--- src/rtl/core/fcd_pkg.sv ---
// ----------------------------------------------------------------------------
// FNV-1a change detector: package
// Word types, limits and the FNV-1a 64-bit prime multiply.
// ----------------------------------------------------------------------------
`default_nettype none

package fcd_pkg;

    localparam int unsigned DATA_W               = 64;
    localparam int unsigned COUNT_W              = 13;
    localparam int unsigned REQ_W                = 16;
    localparam int unsigned RECORD_LIMIT         = 4096;
    localparam int unsigned WORDS_PER_RECORD_DEF = 8;

    localparam logic [COUNT_W-1:0] COUNT_LIMIT     = 13'd4096;
    localparam logic [COUNT_W-1:0] MAX_RECORDS_RST = 13'd1024;
    localparam logic [DATA_W-1:0]  FNV_BASIS       = 64'hcbf2_9ce4_8422_2325;

    typedef struct packed {
        logic [DATA_W-1:0] payload_word;
        logic              has_word;
        logic              first_item;
        logic              last_item;
        logic [REQ_W-1:0]  requested_records;
    } in_word_t;

    typedef struct packed {
        logic               upload_needed;
        logic [DATA_W-1:0]  fingerprint;
        logic [COUNT_W-1:0] kept_records;
        logic               truncated;
    } out_word_t;

    // word after the seed stage
    typedef struct packed {
        logic [DATA_W-1:0]  payload_word;
        logic               has_word;
        logic               first_item;
        logic               last_item;
        logic [COUNT_W-1:0] kept_records;
        logic               truncated;
        logic [DATA_W-1:0]  seed_hash;
    } seed_t;

    // closed frame waiting for the decision
    typedef struct packed {
        logic [DATA_W-1:0]  fingerprint;
        logic [COUNT_W-1:0] kept_records;
        logic               truncated;
    } frame_t;

    // prime is 2^40 + 0x1b3: shift-add form, modulo 2^64
    function automatic logic [DATA_W-1:0] fnv_mul(input logic [DATA_W-1:0] x);
        fnv_mul = (x << 40) + (x << 8) + (x << 7) + (x << 5) + (x << 4) + (x << 1) + x;
    endfunction

endpackage

`default_nettype wire

--- src/rtl/core/fnv1a_change_detector.sv ---
// ----------------------------------------------------------------------------
// FNV-1a change detector: top level
// Fingerprints frames of 64-bit record words and flags frames that changed.
//
//   channel  | handshake            | payload
//   ---------+----------------------+-------------------------------------
//   in       | in_valid / in_stall  | in_data   (fcd_pkg::in_word_t)
//   out      | out_valid / out_stall| out_data  (fcd_pkg::out_word_t)
//   cfg      | cfg_write            | cfg_data  (max_records, 13 bits)
//
// One word is taken every cycle while in_stall is low; the result of a last
// word passes the seed register, the fold register and the output register.
// The fold register closes the running-hash loop: one XOR and one prime
// multiply per cycle. Reset is asynchronous; no clearing pass is needed.
// in_stall rises only while a last word waits in the seed register, a closed
// frame waits in the fold register and out_stall holds the result ahead of it.
// ----------------------------------------------------------------------------
`default_nettype none

module fnv1a_change_detector #(
    parameter int unsigned WORDS_PER_RECORD = fcd_pkg::WORDS_PER_RECORD_DEF
) (
    input  wire                           clk,
    input  wire                           rst_n,
    input  wire                           cfg_write,
    input  wire  [fcd_pkg::COUNT_W-1:0]   cfg_data,
    input  wire                           in_valid,
    output logic                          in_stall,
    input  fcd_pkg::in_word_t             in_data,
    output logic                          out_valid,
    input  wire                           out_stall,
    output fcd_pkg::out_word_t            out_data
);

    import fcd_pkg::*;

    localparam int unsigned WL_W = $clog2(RECORD_LIMIT * WORDS_PER_RECORD + 1);

    logic            stage_valid;
    seed_t           stage_data;
    logic [WL_W-1:0] stage_limit;
    logic            take;
    logic            out_free;
    logic            res_valid;
    frame_t          res_data;

    fcd_seed #(
        .WORDS_PER_RECORD (WORDS_PER_RECORD)
    ) u_seed (
        .clk         (clk),
        .rst_n       (rst_n),
        .cfg_write   (cfg_write),
        .cfg_data    (cfg_data),
        .in_valid    (in_valid),
        .in_stall    (in_stall),
        .in_data     (in_data),
        .take        (take),
        .stage_valid (stage_valid),
        .stage_data  (stage_data),
        .stage_limit (stage_limit)
    );

    fcd_fold #(
        .WORDS_PER_RECORD (WORDS_PER_RECORD)
    ) u_fold (
        .clk         (clk),
        .rst_n       (rst_n),
        .stage_valid (stage_valid),
        .stage_data  (stage_data),
        .stage_limit (stage_limit),
        .take        (take),
        .out_free    (out_free),
        .res_valid   (res_valid),
        .res_data    (res_data)
    );

    fcd_decide u_decide (
        .clk       (clk),
        .rst_n     (rst_n),
        .res_valid (res_valid),
        .res_data  (res_data),
        .out_free  (out_free),
        .out_valid (out_valid),
        .out_stall (out_stall),
        .out_data  (out_data)
    );

endmodule

`default_nettype wire

--- src/rtl/core/fcd_seed.sv ---
// ----------------------------------------------------------------------------
// FNV-1a change detector: seed stage
// Holds max_records, limits the requested count and precomputes the seed
// hash and word limit of a possible frame start into the stage register.
// ----------------------------------------------------------------------------
`default_nettype none

module fcd_seed #(
    parameter int unsigned WORDS_PER_RECORD = fcd_pkg::WORDS_PER_RECORD_DEF,
    localparam int unsigned WL_W =
        $clog2(fcd_pkg::RECORD_LIMIT * WORDS_PER_RECORD + 1)
) (
    input  wire                           clk,
    input  wire                           rst_n,
    input  wire                           cfg_write,
    input  wire  [fcd_pkg::COUNT_W-1:0]   cfg_data,
    input  wire                           in_valid,
    output logic                          in_stall,
    input  fcd_pkg::in_word_t             in_data,
    input  wire                           take,
    output logic                          stage_valid,
    output fcd_pkg::seed_t                stage_data,
    output logic [WL_W-1:0]               stage_limit
);

    import fcd_pkg::*;

    logic [COUNT_W-1:0] max_records_reg;
    logic               valid_reg;
    seed_t              data_reg;
    logic [WL_W-1:0]    limit_reg;

    logic [COUNT_W-1:0] rec_limit;
    logic               over;
    logic [COUNT_W-1:0] kept;
    seed_t              data_next;
    logic [WL_W-1:0]    limit_next;
    logic               ready;
    logic               accept;

    always_comb
    begin
        rec_limit = (max_records_reg > COUNT_LIMIT) ? COUNT_LIMIT : max_records_reg;
        over      = in_data.requested_records > REQ_W'(rec_limit);
        kept      = over ? rec_limit : in_data.requested_records[COUNT_W-1:0];

        data_next.payload_word = in_data.payload_word;
        data_next.has_word     = in_data.has_word;
        data_next.first_item   = in_data.first_item;
        data_next.last_item    = in_data.last_item;
        data_next.kept_records = kept;
        data_next.truncated    = over;
        data_next.seed_hash    = fnv_mul(FNV_BASIS ^ DATA_W'(kept));

        limit_next = WL_W'(kept) * WL_W'(WORDS_PER_RECORD);
    end

    assign ready    = !valid_reg || take;
    assign accept   = in_valid && ready;
    assign in_stall = !ready;

    always_ff @(posedge clk or negedge rst_n)
    begin
        if (!rst_n)
        begin
            max_records_reg <= MAX_RECORDS_RST;
            valid_reg       <= 1'b0;
        end
        else
        begin
            if (cfg_write)
            begin
                max_records_reg <= cfg_data;
            end
            if (accept)
            begin
                valid_reg <= 1'b1;
            end
            else if (take)
            begin
                valid_reg <= 1'b0;
            end
        end
    end

    always_ff @(posedge clk)
    begin
        if (accept)
        begin
            data_reg  <= data_next;
            limit_reg <= limit_next;
        end
    end

    assign stage_valid = valid_reg;
    assign stage_data  = data_reg;
    assign stage_limit = limit_reg;

endmodule

`default_nettype wire

--- src/rtl/core/fcd_fold.sv ---
// ----------------------------------------------------------------------------
// FNV-1a change detector: fold stage
// Keeps the running frame state, folds each kept word into the hash and
// closes the frame into the result register on the last word.
// ----------------------------------------------------------------------------
`default_nettype none

module fcd_fold #(
    parameter int unsigned WORDS_PER_RECORD = fcd_pkg::WORDS_PER_RECORD_DEF,
    localparam int unsigned WL_W =
        $clog2(fcd_pkg::RECORD_LIMIT * WORDS_PER_RECORD + 1)
) (
    input  wire                 clk,
    input  wire                 rst_n,
    input  wire                 stage_valid,
    input  fcd_pkg::seed_t      stage_data,
    input  wire  [WL_W-1:0]     stage_limit,
    output logic                take,
    input  wire                 out_free,
    output logic                res_valid,
    output fcd_pkg::frame_t     res_data
);

    import fcd_pkg::*;

    logic [DATA_W-1:0]  hash_reg;
    logic [WL_W-1:0]    seen_reg;
    logic [WL_W-1:0]    limit_reg;
    logic [COUNT_W-1:0] count_reg;
    logic               trunc_reg;
    logic               res_valid_reg;
    frame_t             res_reg;

    logic [DATA_W-1:0]  base_hash;
    logic [WL_W-1:0]    base_seen;
    logic [WL_W-1:0]    base_limit;
    logic [COUNT_W-1:0] base_count;
    logic               base_trunc;
    logic               keep;
    logic [DATA_W-1:0]  hash_next;
    logic [WL_W-1:0]    seen_next;
    logic               res_ready;
    logic               close;

    // a frame start replaces the running state before its own word is folded
    always_comb
    begin
        base_hash  = stage_data.first_item ? stage_data.seed_hash    : hash_reg;
        base_seen  = stage_data.first_item ? '0                      : seen_reg;
        base_limit = stage_data.first_item ? stage_limit             : limit_reg;
        base_count = stage_data.first_item ? stage_data.kept_records : count_reg;
        base_trunc = stage_data.first_item ? stage_data.truncated    : trunc_reg;

        keep      = stage_data.has_word && (base_seen < base_limit);
        hash_next = keep ? fnv_mul(base_hash ^ stage_data.payload_word) : base_hash;
        seen_next = keep ? base_seen + WL_W'(1) : base_seen;
    end

    assign res_ready = !res_valid_reg || out_free;
    assign take      = stage_valid && (!stage_data.last_item || res_ready);
    assign close     = take && stage_data.last_item;

    always_ff @(posedge clk or negedge rst_n)
    begin
        if (!rst_n)
        begin
            hash_reg      <= FNV_BASIS;
            seen_reg      <= '0;
            limit_reg     <= '0;
            count_reg     <= '0;
            trunc_reg     <= 1'b0;
            res_valid_reg <= 1'b0;
        end
        else
        begin
            if (close)
            begin
                // back to idle: unseeded basis, nothing kept
                hash_reg  <= FNV_BASIS;
                seen_reg  <= '0;
                limit_reg <= '0;
                count_reg <= '0;
                trunc_reg <= 1'b0;
            end
            else if (take)
            begin
                hash_reg  <= hash_next;
                seen_reg  <= seen_next;
                limit_reg <= base_limit;
                count_reg <= base_count;
                trunc_reg <= base_trunc;
            end

            if (close)
            begin
                res_valid_reg <= 1'b1;
            end
            else if (out_free)
            begin
                res_valid_reg <= 1'b0;
            end
        end
    end

    always_ff @(posedge clk)
    begin
        if (close)
        begin
            res_reg.fingerprint  <= hash_next;
            res_reg.kept_records <= base_count;
            res_reg.truncated    <= base_trunc;
        end
    end

    assign res_valid = res_valid_reg;
    assign res_data  = res_reg;

endmodule

`default_nettype wire

--- src/rtl/core/fcd_decide.sv ---
// ----------------------------------------------------------------------------
// FNV-1a change detector: decision stage
// Compares a closed frame with the last uploaded one, records it on a
// change and presents the result word in the output register.
// ----------------------------------------------------------------------------
`default_nettype none

module fcd_decide (
    input  wire                 clk,
    input  wire                 rst_n,
    input  wire                 res_valid,
    input  fcd_pkg::frame_t     res_data,
    output logic                out_free,
    output logic                out_valid,
    input  wire                 out_stall,
    output fcd_pkg::out_word_t  out_data
);

    import fcd_pkg::*;

    logic [DATA_W-1:0]  prev_hash_reg;
    logic [COUNT_W-1:0] prev_count_reg;
    logic               prev_valid_reg;
    logic               out_valid_reg;
    out_word_t          out_reg;

    logic               same;
    logic               load;

    assign same = prev_valid_reg && (prev_hash_reg == res_data.fingerprint)
                  && (prev_count_reg == res_data.kept_records);

    assign out_free = !out_valid_reg || !out_stall;
    assign load     = res_valid && out_free;

    always_ff @(posedge clk or negedge rst_n)
    begin
        if (!rst_n)
        begin
            prev_hash_reg  <= '0;
            prev_count_reg <= '0;
            prev_valid_reg <= 1'b0;
            out_valid_reg  <= 1'b0;
        end
        else
        begin
            if (out_free)
            begin
                out_valid_reg <= res_valid;
            end
            // remember only frames that go out as uploads
            if (load && !same)
            begin
                prev_hash_reg  <= res_data.fingerprint;
                prev_count_reg <= res_data.kept_records;
                prev_valid_reg <= 1'b1;
            end
        end
    end

    always_ff @(posedge clk)
    begin
        if (load)
        begin
            out_reg.upload_needed <= !same;
            out_reg.fingerprint   <= res_data.fingerprint;
            out_reg.kept_records  <= res_data.kept_records;
            out_reg.truncated     <= res_data.truncated;
        end
    end

    assign out_valid = out_valid_reg;
    assign out_data  = out_reg;

endmodule

`default_nettype wire

--- config.mk ---
export PLATFORM = sky130hd
export DESIGN_NAME = fnv1a_change_detector
export DESIGN_NICKNAME = d
export VERILOG_FILES = /design/src/rtl/core/fcd_pkg.sv /design/src/rtl/core/fnv1a_change_detector.sv /design/src/rtl/core/fcd_seed.sv /design/src/rtl/core/fcd_fold.sv /design/src/rtl/core/fcd_decide.sv
export SDC_FILE = /design/constraint.sdc
export NUM_CORES = 2
export LEC_CHECK = 0
export BUFFER_PORTS_ARGS = -buffer_cell sky130_fd_sc_hd__buf_2
export CAP_MARGIN = 20
export CORE_UTILIZATION = 68
export CTS_CLUSTER_DIAMETER = 100
export DETAILED_ROUTE_END_ITERATION = 8
export PLACE_DENSITY_LB_ADDON = 0.08
export SLEW_MARGIN = 20
export SYNTH_ARGS = -nofsm -noshare
export SYNTH_HDL_FRONTEND = slang
export SYNTH_HIERARCHICAL = 1
export SYNTH_SLANG_ARGS = --single-unit
--- constraint.sdc ---
create_clock -name clk -period 11.2 [get_ports clk]
set_input_delay 1.12 -clock clk [delete_from_list [all_inputs] [get_ports clk]]
set_output_delay 1.12 -clock clk [all_outputs]
set_load 0.01 [all_outputs]
After elaboration in Yosys (flattened, before gate mapping)
Cells that the tools add are included.
- input port bits: 101
- output and inout bits: 81
- register bits after elaboration: 506
- word-level logic and storage cells: 91
- multiplexer cells: 23
- $lt $le $gt $ge: 3
- eq/ne operators: 2
- reduce and logical (&&, ||, !) cells: 22
- $add $sub $neg: 13
- bitwise logic cells: 2
- operators by type and width (operator ; number):
    $add A64 B64 Y64 ; 10
    $mux W64 ; 4
    $mux W16 ; 7
    $mux W13 ; 5
    $add A62 B64 Y64 ; 1
    $add A64 B63 Y64 ; 1
    $eq A64 B64 Y1 ; 1
    $xor A64 B64 Y64 ; 1
    $not A5 Y28 ; 1
    $add A16 B1 Y16 const B ; 1
    $gt A16 B13 Y1 ; 1
    $lt A16 B16 Y1 ; 1
    $eq A13 B13 Y1 ; 1
    $gt A13 B13 Y1 const B ; 1
    $logic_and A1 B1 Y1 ; 8
    $logic_not A1 Y1 ; 7
    $mux W1 ; 7
    $reduce_bool A2 Y1 ; 3
    $logic_or A1 B1 Y1 ; 4

Logic depth before layout (Yosys ltp)
- depth after elaboration: 11
- depth in mapped cells: 26
- depth with buffers taken out: 24

Hierarchy
Netlist, hierarchy kept.
- by module, submodules not included (module ; instances ; area an instance (sq um) ; cells each):
    fcd_fold ; 1 ; 20110.5 ; 1980
    fcd_seed ; 1 ; 7508.5 ; 554
    fcd_decide ; 1 ; 6251.0 ; 364

Least setup slack after synthesis
No wires, ideal clock.
- path kind: input to register
- start point: in in_data[1] (netlist bit)
- end point: reg u_seed.data_reg (netlist bit u_seed/stage_data[19]), data pin
- library setup time: 0.137 ns
- path buffers: 1
- arrival time: 6.636 ns
- slack: 4.426 ns
- stages: 22
- cell sequence: ha_1 -> nor2b_1 -> o211ai_1 -> a21oi_1 -> or4b_4 -> o32ai_4 -> buf_2 -> o21ai_0 -> fa_1 -> inv_1 -> fa_1 -> inv_1 -> fa_1 -> inv_1 -> ha_1 -> o21a_1 -> o21ai_1 -> o31ai_1 -> o41ai_2 -> o21a_1 -> or4b_1 -> nand4_1
- RTL lines (what ; line ; text):
    start, declared ; fnv1a_change_detector.sv:29 ; input fcd_pkg::in_word_t in_data,
    end signal, assigned ; fcd_seed.sv:90 ; data_reg <= data_next;
    end, declared ; fcd_seed.sv:30 ; seed_t data_reg;

Worst setup path after layout
- start point: reg u_seed.data_reg (netlist bit u_seed/stage_data[79])
- end point: reg u_fold.hash_reg[38]
- word-level cells in the longest chain between the ends: 11
- elaborated cells between the ends (all ways): 15
- classes of those cells: add/sub (6); order compare (1); mux (6); bitwise (1); reduce/logical (1)
- RTL lines (what ; line ; text):
    $mux W64 ; fcd_fold.sv:48 ; base_hash = stage_data.first_item ? stage_data.seed_hash : hash_reg;
    $xor A64 B64 Y64 ; fcd_fold.sv:55 ; hash_next = keep ? fnv_mul(base_hash ^ stage_data.payload_word) : base_hash;
    $add A64 B64 Y64 (6 in a row) ; fcd_pkg.sv:54 ; fnv_mul = (x << 40) + (x << 8) + (x << 7) + (x << 5) + (x << 4) + (x << 1) + x;
    $mux W64 (*) ; fcd_fold.sv:55 ;
    named net u_fold.hash_next[38] ; fcd_fold.sv:40 ; logic [DATA_W-1:0] hash_next;
    $mux W64 (*) ; fcd_fold.sv:85 ; else if (take)
    $mux W64 (*) ; fcd_fold.sv:76 ; if (close)
    end signal, assigned ; fcd_fold.sv:87 ; hash_reg <= hash_next;
    end, declared ; fcd_fold.sv:26 ; logic [DATA_W-1:0] hash_reg;
The timed path passes the listed nets; every way through them passes the cells marked *. The select of a mux whose other input is x is not followed.
A chain may end at the register's enable or synchronous reset.

==> results.py <==
metrics = {
    "worst_setup_path": {
        "slowest_stage": "edfxtp_1",
        "path_delay_family": "compound AO/OA/AOI/OAI gates",
        "crit_buf_inv": 4,
        "setup.worst_path.end_class": "register",
        "critPathLaunchType": "register",
        "cp_slowest_stage_delay_ns": 0.96,
        "arrival_ns": 8.67,
        "crit_chain": "buf_12 > mux2i_1 > xnor2_1 > buf_4 > ha_1 > xor2_1 > fa_1 > inv_1 > fa_1 > inv_1 > ha_1 > ha_1 > nand3_1 > or2_0 > a211oi_1 > o21ai_0 > and2_1 > o21ai_0 > xor2_1 > nor2_1 > a21oi_1 > o22a_1",
        "worstPathMaxFanout": 103,
        "critPathRequiredTime_ns": 11.74,
        "cp_common_cell": "ha_1",
        "path_class": "register to register",
    },
    "sta": {
        "setup_viol": 0,
        "period_share": 0.726,
        "hold_viol": 0,
        "tightest_slew_ns": 1.11,
        "clock_skew_ns": 0.0314,
        "slew_viol_final": 0,
        "timing.fmax_mhz": 123,
        "fin_setup_tns_ns": 0,
        "slew-limit-headroom": 0.259,
        "post-route-min-period_ns": 8.13,
        "rsz0062_at_grt": "false",
    },
    "place": {
        "place.gp.congestion": 0.994,
        "placed_area_mm2": 0.0353,
        "hpwl_um": 69600,
        "io_buffers": 181,
    },
    "die": {
        "die_y_um": 225,
        "dieArea_mm2": 0.0507,
        "die_x_um": 225,
        "ios": 182,
        "initial_utilization": 0.690,
        "coreArea_mm2": 0.0491,
        "rows": 81,
    },
    "routing": {
        "ant_nets": 0,
        "drc": 0,
        "drt-initial-drc-count": 2500,
        "vias": 23446,
        "via_per_inst": 6.22,
        "routed_wl_um": 90600,
        "wl_per_cell_um": 24.0,
        "dr.pass1.iters": 6,
    },
    "yosys": {
        "synth_ff_type": "edfxtp_1",
        "synth_cell_types": 87,
        "yosys_warnings": 6,
        "postSynthAreaPerCell_um2": 11.7,
        "synth.area.top_cells": "edfxtp_1 (25%), dfrtp_1 (13%), fa_1 (13%), ha_1 (8.6%), xnor2_1 (6.7%)",
        "ys_top_cells_by_count": "edfxtp_1 (278), xnor2_1 (258), inv_1 (251), ha_1 (233), fa_1 (215)",
        "synth.top_cell.area_share": 0.246,
        "synth_area_mm2": 0.0339,
        "seq_area_frac_synth": 0.398,
        "netlist_instances": 2898,
        "synth-async-reset-ratio": 0.423,
        "synth_edf_count": 278,
        "yosys.area.top_type": "edfxtp_1",
        "ys_seq_elements": 482,
        "synth.most_common_cell": "edfxtp_1",
    },
    "cts": {
        "clkSinkCount": 482,
        "clkSlewWorstSetupHoldPaths_ns": 0.06,
        "holdBufCountCts": 0,
        "htreeDepth": 2,
        "cts_tree": "yes",
        "clock_latency_ns": 0.63,
        "root_buffer": "clkbuf_16",
        "numCtsBuffers": 51,
        "cts_setup_buffers": 0,
        "cts_buffer_depth": 3,
        "cts_resized": 0,
    },
    "global_route": {
        "grt_pass1_wl_um": 137000,
        "antenna_found_initial": 3,
        "overflow": 0,
        "grt_start_max_net_pins": 104,
        "grt_pass1_vias": 23242,
        "grt_use_total": 0.364,
    },
    "run": {
        "drv_cap": 0,
    },
    "run_status": {
        "status": "finished, final reports clean",
    },
    "layout": {
        "largest_reg_flops": 121,
        "drive_above_1_share": 0.154,
        "fin_area_mm2": 0.0372,
        "synthToLayoutAreaGrowth_pct": 9.78,
        "nNetsFinal": 3611,
    },
    "min_path": {
        "hold_class": "register to register",
    },
}
-- worst paths after layout --
check                           slack, ns                   endpoint  cells after the start                   from
worst max-delay path                 3.07        u_fold/hash_reg[38]                     22  u_seed/stage_data[79]
worst min-delay path                 0.42       u_decide/out_data[0]                      0     u_fold/res_data[0]
worst max register to register       3.07        u_fold/hash_reg[38]                     22  u_seed/stage_data[79]
worst min register to register       0.42       u_decide/out_data[0]                      0     u_fold/res_data[0]
max in group asynchronous            9.32  u_seed/max_records_reg[9]                      2                  rst_n
min in group asynchronous            0.49  u_decide/prev_hash_reg[6]                      1                  rst_n
-- layer usage --
layer / global-route usage / share of wire / up-vias
met5: 0 / 0.00030 / -
met4: 0.163 / 0.048 / 4
met3: 0.0618 / 0.086 / 180
met2: 0.553 / 0.44 / 1115
met1: 0.517 / 0.42 / 11718
li1: - / - / 10429
-- cell usage in the layout, fill, tap and decap left out, drive strengths merged, types with 63 or more instances in the layout --
master and instances:
edfxtp 278, xnor2 258, inv 256, ha 233, buf 230, fa 215
dfrtp 175, nand2 164, a21oi 142, mux2i 111, mux2 106, o21ai 93
nor2 86, xor2 79, a21o 63
-- per-stage QoR --
| step | util | hold slack (ns) | setup WS [ns] | cells |
|---|---|---|---|---|
| 6_report | 0.758 | 0.421 | 3.07 | 3770 |
| 5_1_grt | 0.758 | 0.443 | 2.91 | 3769 |
| 4_1_cts | 0.757 | 0.422 | 3.25 | 3768 |
| 3_5_place_dp | 0.721 | 0.409 | 3.29 | 3672 |
| 3_3_place_gp | 0.721 | 0.410 | 3.41 | 3671 |
| 2_1_floorplan | - | 0.400 | 4.43 | 2921 |
-- area by class of cell --
| cell class | instances | area [µm²] |
|---|---|---|
| Antenna cell | 1 | 2.50 |
| Clock buffer | 59 | 1350 |
| Clock inverter | 37 | 462 |
| Fill cell | 3270 | 11900 |
| Inverter | 252 | 946 |
| Multi-Input combinational cell | 2043 | 18800 |
| Sequential cell | 482 | 13500 |
| Tap cell | 664 | 831 |
| Timing Repair Buffer | 232 | 1310 |
-- cells by family (layout without fill, tap and decap cells) --
group / after synthesis / after routing / synth area share
compound gates: 513 / 513 / 0.102
flops: 482 / 482 / 0.398
fa+ha+maj: 476 / 476 / 0.221
simple gates: 475 / 475 / 0.0708
buf+inv: 396 / 580 / 0.0509
xor+xnor: 337 / 337 / 0.0871
mux: 217 / 217 / 0.0694
other cells: 2 / 26 / 0.000222
Power is left out: the tool's default activity adds up to more than one toggle a clock period on the data nets, which glitch-free logic cannot reach.
